File: config.mk
export PLATFORM = sky130hd
export DESIGN_NAME = bmp_rle8_run_decoder
export DESIGN_NICKNAME = d
export VERILOG_FILES = /design/src/sv/rle8_pkg.sv /design/src/sv/bmp_rle8_run_decoder.sv
export VERILOG_INCLUDE_DIRS = /design/src /design/src/sv
export SDC_FILE = /design/constraint.sdc
export NUM_CORES = 1
export LEC_CHECK = 0
export BUFFER_PORTS_ARGS = -buffer_cell sky130_fd_sc_hd__buf_4
export CAP_MARGIN = 20
export CELL_PAD_IN_SITES_DETAIL_PLACEMENT = 0
export CELL_PAD_IN_SITES_GLOBAL_PLACEMENT = 2
export CORE_ASPECT_RATIO = 1.1
export CORE_UTILIZATION = 35
export DETAILED_ROUTE_END_ITERATION = 7
export PLACE_DENSITY = 0.88
export RECOVER_POWER = 25
export REMOVE_ABC_BUFFERS = 1
export SYNTH_ARGS = -nofsm -noshare
export SYNTH_HDL_FRONTEND = slang
export SYNTH_SLANG_ARGS = --single-unit
File: constraint.sdc
create_clock -name i_clk -period 8.6 [get_ports i_clk]
set_input_delay 2.58 -clock i_clk [delete_from_list [all_inputs] [get_ports i_clk]]
set_output_delay 2.58 -clock i_clk [all_outputs]
set_load 0.05 [all_outputs]
File: src/sv/bmp_rle8_run_decoder_assert.svh
// ----------------------------------------------------------------------------
// RLE8 run decoder assertion macros
// Clocked, reset-qualified property shorthands shared by the RTL.
// ----------------------------------------------------------------------------
`ifndef BMP_RLE8_RUN_DECODER_ASSERT_SVH
`define BMP_RLE8_RUN_DECODER_ASSERT_SVH

// same-cycle implication
`define RLE8_ASSERT_NOW(lbl, clk, rst_n, ante, cons) \
    lbl: assert property (@(posedge clk) disable iff (!(rst_n)) (ante) |-> (cons)) \
        else $error("rle8 decoder check failed");

// next-cycle implication
`define RLE8_ASSERT_NEXT(lbl, clk, rst_n, ante, cons) \
    lbl: assert property (@(posedge clk) disable iff (!(rst_n)) (ante) |=> (cons)) \
        else $error("rle8 decoder check failed");

`endif

File: src/sv/rle8_pkg.sv
// ----------------------------------------------------------------------------
// RLE8 run decoder package
// Parse phases, escape codes and configuration register indexes.
// ----------------------------------------------------------------------------
`default_nettype none

package rle8_pkg;

    typedef enum logic [2:0] {
        PH_COUNT   = 3'd0,
        PH_VALUE   = 3'd1,
        PH_ESCAPE  = 3'd2,
        PH_DX      = 3'd3,
        PH_DY      = 3'd4,
        PH_LITERAL = 3'd5,
        PH_PAD     = 3'd6
    } t_phase;

    // a zero count byte opens an escape
    localparam logic [7:0] ESCAPE_LEAD = 8'd0;

    localparam logic [7:0] ESC_EOL   = 8'd0;
    localparam logic [7:0] ESC_EOB   = 8'd1;
    localparam logic [7:0] ESC_DELTA = 8'd2;

    localparam int CFG_IDX_W = 2;
    localparam int CFG_W     = 15;

    localparam logic [CFG_IDX_W-1:0] REG_IMAGE_HEIGHT = 2'd0;
    localparam logic [CFG_IDX_W-1:0] REG_ORIGIN_X     = 2'd1;
    localparam logic [CFG_IDX_W-1:0] REG_ORIGIN_Y     = 2'd2;

endpackage

`default_nettype wire

File: src/sv/bmp_rle8_run_decoder.sv
// ----------------------------------------------------------------------------
// BMP RLE8 run decoder
// Parses an RLE8 byte stream and emits pixel runs in flipped screen space.
// ----------------------------------------------------------------------------
//  channel  | signals                                        | dir
//  ---------+------------------------------------------------+-----
//  in word  | i_valid, o_stall, i_code_byte, i_last_byte      | in
//  out word | o_valid, i_stall, o_screen_x/y, o_color_index,  | out
//           | o_run_length, o_image_done                      |
//  config   | i_cfg_we, i_cfg_index, i_cfg_wdata              | in
//
//  One word per cycle while the result register is not held by i_stall; a
//  word taken into the input register is decoded from there, and its result
//  is written into the result register, which then drives o_valid.
//  Parse state and the cursor update in the same cycle the word is decoded.
//  A held result stalls input only while a word waits in the input register.
//  Synchronous active-low reset clears parse state and loads register
//  defaults (height 1, origin 0, 0).
// ----------------------------------------------------------------------------
`default_nettype none

`include "bmp_rle8_run_decoder_assert.svh"

module bmp_rle8_run_decoder
    import rle8_pkg::*;
(
    input  wire logic                 i_clk,
    input  wire logic                 i_rst_n,
    // input words
    input  wire logic                 i_valid,
    output logic                      o_stall,
    input  wire logic [7:0]           i_code_byte,
    input  wire logic                 i_last_byte,
    // result words
    output logic                      o_valid,
    input  wire logic                 i_stall,
    output logic signed [15:0]        o_screen_x,
    output logic signed [15:0]        o_screen_y,
    output logic [7:0]                o_color_index,
    output logic [7:0]                o_run_length,
    output logic                      o_image_done,
    // configuration
    input  wire logic                 i_cfg_we,
    input  wire logic [CFG_IDX_W-1:0] i_cfg_index,
    input  wire logic [CFG_W-1:0]     i_cfg_wdata
);

    // configuration registers
    logic [CFG_W-1:0] r_image_height;
    logic [CFG_W-1:0] r_origin_x;
    logic [CFG_W-1:0] r_origin_y;

    // input register
    logic       r_in_valid;
    logic [7:0] r_in_byte;
    logic       r_in_last;

    // parse state
    t_phase      r_phase, n_phase;
    logic [15:0] r_cursor_x, n_cursor_x;
    logic [15:0] r_cursor_y, n_cursor_y;
    logic [7:0]  r_held_count, n_held_count;
    logic [7:0]  r_literal_left, n_literal_left;
    logic        r_pad_pending, n_pad_pending;
    logic        r_finished, n_finished;

    // result register
    logic        r_out_valid;
    logic [15:0] r_out_x;
    logic [15:0] r_out_y;
    logic [7:0]  r_out_color;
    logic [7:0]  r_out_len;
    logic        r_out_done;

    // decode-stage results
    logic        w_fire;
    logic        w_emit;
    logic [7:0]  w_color;
    logic [7:0]  w_len;
    logic        w_done;
    logic [15:0] w_pos_x;
    logic [15:0] w_pos_y;
    logic [15:0] w_sx;
    logic [15:0] w_sy;
    logic [7:0]  w_lit_dec;

    assign w_fire  = r_in_valid && !(r_out_valid && i_stall);
    assign o_stall = r_in_valid && !w_fire;

    assign w_sx = w_pos_x + {1'b0, r_origin_x};
    assign w_sy = {1'b0, r_image_height} - 16'd1 - w_pos_y + {1'b0, r_origin_y};
    assign w_lit_dec = r_literal_left - 8'd1;

    // ---------------- configuration ----------------
    always_ff @(posedge i_clk) begin
        if (!i_rst_n) begin
            r_image_height <= CFG_W'(1);
            r_origin_x     <= '0;
            r_origin_y     <= '0;
        end else if (i_cfg_we) begin
            case (i_cfg_index)
                REG_IMAGE_HEIGHT: r_image_height <= i_cfg_wdata;
                REG_ORIGIN_X:     r_origin_x     <= i_cfg_wdata;
                REG_ORIGIN_Y:     r_origin_y     <= i_cfg_wdata;
                default: begin
                end
            endcase
        end
    end

    // ---------------- input register ----------------
    always_ff @(posedge i_clk) begin
        if (!i_rst_n) begin
            r_in_valid <= 1'b0;
        end else if (i_valid && !o_stall) begin
            r_in_valid <= 1'b1;
        end else if (w_fire) begin
            r_in_valid <= 1'b0;
        end
    end

    always_ff @(posedge i_clk) begin
        if (i_valid && !o_stall) begin
            r_in_byte <= i_code_byte;
            r_in_last <= i_last_byte;
        end
    end

    // ---------------- next phase ----------------
    always_comb begin
        n_phase = r_phase;
        if (r_finished) begin
            n_phase = r_phase;
        end else begin
            case (r_phase)
                PH_COUNT:   n_phase = (r_in_byte == ESCAPE_LEAD) ? PH_ESCAPE : PH_VALUE;
                PH_VALUE:   n_phase = PH_COUNT;
                PH_ESCAPE: begin
                    if (r_in_byte == ESC_EOL || r_in_byte == ESC_EOB) begin
                        n_phase = PH_COUNT;
                    end else if (r_in_byte == ESC_DELTA) begin
                        n_phase = PH_DX;
                    end else begin
                        n_phase = PH_LITERAL;
                    end
                end
                PH_DX:      n_phase = PH_DY;
                PH_DY:      n_phase = PH_COUNT;
                PH_LITERAL: begin
                    if (w_lit_dec == 8'd0) begin
                        n_phase = r_pad_pending ? PH_PAD : PH_COUNT;
                    end
                end
                PH_PAD:     n_phase = PH_COUNT;
                default:    n_phase = PH_COUNT;
            endcase
        end
        if (r_in_last) begin
            n_phase = PH_COUNT;
        end
    end

    // ---------------- cursor, counters and result ----------------
    always_comb begin
        n_cursor_x     = r_cursor_x;
        n_cursor_y     = r_cursor_y;
        n_held_count   = r_held_count;
        n_literal_left = r_literal_left;
        n_pad_pending  = r_pad_pending;
        n_finished     = r_finished;
        w_emit         = 1'b0;
        w_color        = 8'd0;
        w_len          = 8'd0;
        w_done         = 1'b0;
        w_pos_x        = r_cursor_x;
        w_pos_y        = r_cursor_y;

        if (!r_finished) begin
            case (r_phase)
                PH_COUNT: begin
                    if (r_in_byte != ESCAPE_LEAD) begin
                        n_held_count = r_in_byte;
                    end
                end
                PH_VALUE: begin
                    w_emit       = 1'b1;
                    w_color      = r_in_byte;
                    w_len        = r_held_count;
                    w_done       = r_in_last;
                    n_cursor_x   = r_cursor_x + {8'd0, r_held_count};
                    n_held_count = 8'd0;
                end
                PH_ESCAPE: begin
                    if (r_in_byte == ESC_EOL) begin
                        n_cursor_y = r_cursor_y + 16'd1;
                        n_cursor_x = 16'd0;
                    end else if (r_in_byte == ESC_EOB) begin
                        w_emit     = 1'b1;
                        w_done     = 1'b1;
                        n_finished = 1'b1;
                    end else if (r_in_byte != ESC_DELTA) begin
                        n_literal_left = r_in_byte;
                        n_pad_pending  = r_in_byte[0];
                    end
                end
                PH_DX:   n_cursor_x = r_cursor_x + {8'd0, r_in_byte};
                PH_DY:   n_cursor_y = r_cursor_y + {8'd0, r_in_byte};
                PH_LITERAL: begin
                    w_emit         = 1'b1;
                    w_color        = r_in_byte;
                    w_len          = 8'd1;
                    w_done         = r_in_last;
                    n_cursor_x     = r_cursor_x + 16'd1;
                    n_literal_left = w_lit_dec;
                    if (w_lit_dec == 8'd0) begin
                        n_pad_pending = 1'b0;
                    end
                end
                default: begin
                end
            endcase

            // final byte reports done unless the image already ended, even with nothing
            // to draw, at the cursor this byte leaves behind
            if (r_in_last && !w_emit) begin
                w_emit  = 1'b1;
                w_done  = 1'b1;
                w_pos_x = n_cursor_x;
                w_pos_y = n_cursor_y;
            end
        end

        // final byte drops back to a clean parse
        if (r_in_last) begin
            n_cursor_x     = 16'd0;
            n_cursor_y     = 16'd0;
            n_held_count   = 8'd0;
            n_literal_left = 8'd0;
            n_pad_pending  = 1'b0;
            n_finished     = 1'b0;
        end
    end

    always_ff @(posedge i_clk) begin
        if (!i_rst_n) begin
            r_phase        <= PH_COUNT;
            r_cursor_x     <= '0;
            r_cursor_y     <= '0;
            r_held_count   <= '0;
            r_literal_left <= '0;
            r_pad_pending  <= 1'b0;
            r_finished     <= 1'b0;
        end else if (w_fire) begin
            r_phase        <= n_phase;
            r_cursor_x     <= n_cursor_x;
            r_cursor_y     <= n_cursor_y;
            r_held_count   <= n_held_count;
            r_literal_left <= n_literal_left;
            r_pad_pending  <= n_pad_pending;
            r_finished     <= n_finished;
        end
    end

    // ---------------- result register ----------------
    always_ff @(posedge i_clk) begin
        if (!i_rst_n) begin
            r_out_valid <= 1'b0;
        end else if (w_fire) begin
            r_out_valid <= w_emit;
        end else if (!i_stall) begin
            r_out_valid <= 1'b0;
        end
    end

    always_ff @(posedge i_clk) begin
        if (w_fire && w_emit) begin
            r_out_x     <= w_sx;
            r_out_y     <= w_sy;
            r_out_color <= w_color;
            r_out_len   <= w_len;
            r_out_done  <= w_done;
        end
    end

    assign o_valid       = r_out_valid;
    assign o_screen_x    = signed'(r_out_x);
    assign o_screen_y    = signed'(r_out_y);
    assign o_color_index = r_out_color;
    assign o_run_length  = r_out_len;
    assign o_image_done  = r_out_done;

    // ---------------- assertions ----------------
    `RLE8_ASSERT_NOW(a_stall_only_on_full_out, i_clk, i_rst_n,
        o_stall, r_in_valid && r_out_valid && i_stall)
    `RLE8_ASSERT_NEXT(a_last_clears_parse, i_clk, i_rst_n,
        w_fire && r_in_last,
        r_phase == PH_COUNT && !r_finished && r_cursor_x == 16'd0 && r_cursor_y == 16'd0)
    `RLE8_ASSERT_NEXT(a_finished_is_silent, i_clk, i_rst_n,
        w_fire && r_finished, !r_out_valid)
    `RLE8_ASSERT_NEXT(a_value_gives_run, i_clk, i_rst_n,
        w_fire && !r_finished && r_phase == PH_VALUE,
        r_out_valid && r_out_len != 8'd0)
    `RLE8_ASSERT_NOW(a_literal_count_live, i_clk, i_rst_n,
        r_phase == PH_LITERAL, r_literal_left != 8'd0)

endmodule

`default_nettype wire

==> impl_results.md <==
- Largest net degree at the start of global routing: 51
- Worst slew margin relative to its limit: 27.11%
- H-tree depth: 4
- Sequential standard cell area: 3744 um^2
- M1 WL: 12,590 um
- # resized after CTS: 0
- Synth Register Bits: 158
- Library cells used by synthesis: 81
- Setup TNS: 0 ns
- CTS clk-pin slew, worst paths: 0.07 ns
- Area of the mapped netlist: 9479 um^2
- N_diodes: 0
- Chip height: 174.6 um
- Final net count: 1,234
- Switch share: 28.53%
- GRT Overall Usage: 19.10%
- Initial antenna violation count: 0
- Final Non-Filler Cells: 1,501
- Clk Latency, worst-skew pair: 0.45 ns
- Max clock buf depth: 2
- Pre-CTS WS: 2.933 ns
- Placed Cells: 1,469
- Top layer in use: met4
- Maximum clock rate: 169.9 MHz
- HPWL Detailed: 18,600 um
- Placer congestion estimate: 0.8653
- Mean post-synth cell area: 8.818 um^2
- Sequential share of power: 45.0%
- Cell row count: 62
- Skew final: 0.01389 ns
- Post-CTS Setup Inserts: 0
- Hold buffer count at CTS: 0
- Antenna Violating Nets Remaining: 0
- Port bufs: 81
- DP Area: 10,420 um^2
- Max-slew violations: 0
- DRC violations left: 0
- Ports: 82
- # Max-Cap Violations: 0
- CTS tree: yes
- Post-synth EDFFs: 58
- Status: finished clean
- Final setup fails: 0
- Hold WC Path Type: register to register
- Synth warnings: 0
- Min Hold Slack: 0.4595 ns
- Top FF cell, synth: dfxtp_1
- Worst VDD drop: 0.1166 mV
- Area growth from synthesis to layout: 14.78%
- Routed WL per cell: 17.57 um
- Pint: 1.312 mW
- Commonest non-fill, non-tap cell in the layout: nand2_1
- Worst Path Buf+Inv: 2
- Power per standard cell area: 168.8 nW/um^2
- Fraction of layout cells with a size suffix above 1: 10.01%
- Critical path class: register to register
- Fillcell total: 2,713
- Sequential share of the synthesized area: 39.49%
- Crit path cell chain: or4_2, nor4_1, or4_1, o21ai_0, fa_1, inv_1, ha_1, inv_1, fa_1, nor2b_1, o31ai_1, a21oi_1, nor2_1, o31ai_1, xnor2_1
- RSZ-0062 raised after global routing: false
- Die W: 158.9 um
- Crit-path max FO: 22
- Final worst slack: 2.713 ns
- P_leak: 4.066 nW
- Comb power frac: 13.6%
- Fin crit share: 68.45%
- Final Hold Vio Count: 0
- Asr flop ratio synth: 0%
- Multi-input logic area: 5429 um^2
- Core ar.: 26,380 um^2
- Worst-Margin Slew: 1.092 ns
- WP data required: 8.78 ns
- Commonest cells after routing, fill and taps aside: 159 x nand2_1, 127 x a21oi_1, 100 x dfxtp_1
- Arr. time, crit path: 6.07 ns
- Psw: 0.5239 mW
- Met2 wire length: 12,550 um
- Routed WL: 26,380 um
- Met3 wire len: 860 um
- Delay-heaviest family, CP: simple AND/OR/NAND/NOR gates
- Die Area: 27,750 um^2
- Worst setup SP type: register
- Clock power frac: 41.4%
- Vias: 8,124
- Cts bufs inserted: 17
- Initial Util: 35.94%
- Cell area after layout: 10,880 um^2
- Starting DRT DRC Count: 507
- Vias/cell: 5.412
- Root Buffer: clkbuf_16
- CP peak stage delay: 0.85 ns
- Worst path slowest cell: nor4_1
- Clock sink total: 158
- Crit end category: register
- DR pass1 iterations: 4
- Synth Instances: 1,075
- Overflow after GRT: 0
- Vias in the first global route: 7,656
- Tmin final: 5.887 ns
- Global-route wire length before repair: 41,700 um
[routing by layer]
layer  up-vias  track usage (%)
li1       4061                -
met1      3885            25.81
met2       150            31.56
met3        28            2.753
met4         0            5.769
met5         -                0
[synthesized netlist by cell type, drive strengths merged, types with 5 or more instances]
library cell  instances  area share (%)
o21ai                51             2.7
or4                  12             1.0
o21a                 13             1.0
buf                  12            0.69
a22o                  9            0.83
and3                 16             1.1
a21oi               127             6.7
nor2b                12            0.79
nand3                29             1.5
a21o                 16             1.3
edfxtp               58              18
a211oi               13             1.1
fa                   19             4.0
o31ai                 8            0.69
nor2                 76             3.0
dfxtp               100              21
nand4                18             1.3
o22ai                 8            0.53
xor2                 14             1.3
a2111oi               5            0.46
nand2               159             6.3
nand2b                7            0.46
o211ai                9            0.71
a31oi                 9            0.59
xnor2                32             3.0
or3                   6            0.40
nor4                 12             1.3
nor3                 28             1.5
and2                 12            0.82
ha                   48             6.3
clkbuf               39             1.5
inv                  25            0.99
mux2i                 8            0.84
nor3b                 5            0.45
[worst min-delay path: stages (launching register included)]
cell and delay (ns):
dfxtp_1 0.31, nand2_1 0.05, a21oi_1 0.05
[state kept, by name (all words and copies together), names as in the netlist, 3 cells and up]
register        flops
r_cursor_x         16
r_literal_left      8
o_color_index       8
o_run_length        8
r_image_height     15
o_screen_y         16
r_cursor_y         16
r_origin_y         15
r_held_count        8
o_screen_x         16
r_origin_x         15
r_phase             3
r_in_byte           8
[metrics by stage]
| stage | utilization (%) | power, mW |
|---|---|---|
| after floorplan | - | 1.012 |
| after global placement | 39.52 | 1.097 |
| after detailed placement | 39.52 | 1.098 |
| after CTS | 41.74 | 1.859 |
| after global routing | 41.25 | 1.912 |
| final | 41.25 | 1.836 |
[cell type report]
type / count / share of cell area, %
flip-flops and latches: 158 / 34.41
inverters: 25 / 0.8625
multi-input cells: 841 / 49.90
clock buffers: 21 / 4.531
repair buffers: 93 / 5.416
clock inverters: 11 / 0.8395
well taps: 352 / 4.048
[logic make-up (layout without fill, tap and decap cells)]
| family | Yosys count | count (layout) | share of synthesized area, % |
|---|---|---|---|
| simple gates | 407 | 407 | 21.12 |
| compound gates | 313 | 313 | 20.72 |
| flops | 158 | 158 | 39.49 |
| buf+inv | 76 | 150 | 3.221 |
| fa+ha+maj | 67 | 67 | 10.35 |
| xor+xnor | 46 | 46 | 4.250 |
| mux | 8 | 8 | 0.8448 |
[final timing paths]
check | start | slack (ns) | cells after the start | end
max reg2reg | r_in_byte[5]$_DFFE_PP_ | 2.71 | 15 | o_screen_y[15]$_DFFE_PP_
min | r_origin_y[0]$_SDFFE_PN0P_ | 0.46 | 2 | r_origin_y[0]$_SDFFE_PN0P_
max | r_in_byte[5]$_DFFE_PP_ | 2.71 | 15 | o_screen_y[15]$_DFFE_PP_
min reg2reg | r_origin_y[0]$_SDFFE_PN0P_ | 0.46 | 2 | r_origin_y[0]$_SDFFE_PN0P_
[power groups by stage]
stage,Clock (mW),Combinational [mW],Sequential (mW)
floorplan,0,0.140,0.872
global placement,0,0.255,0.842
detailed placement,0,0.255,0.842
CTS,0.776,0.257,0.826
global route,0.807,0.277,0.828
finish,0.761,0.250,0.825
(Power assumes the default switching activity.)
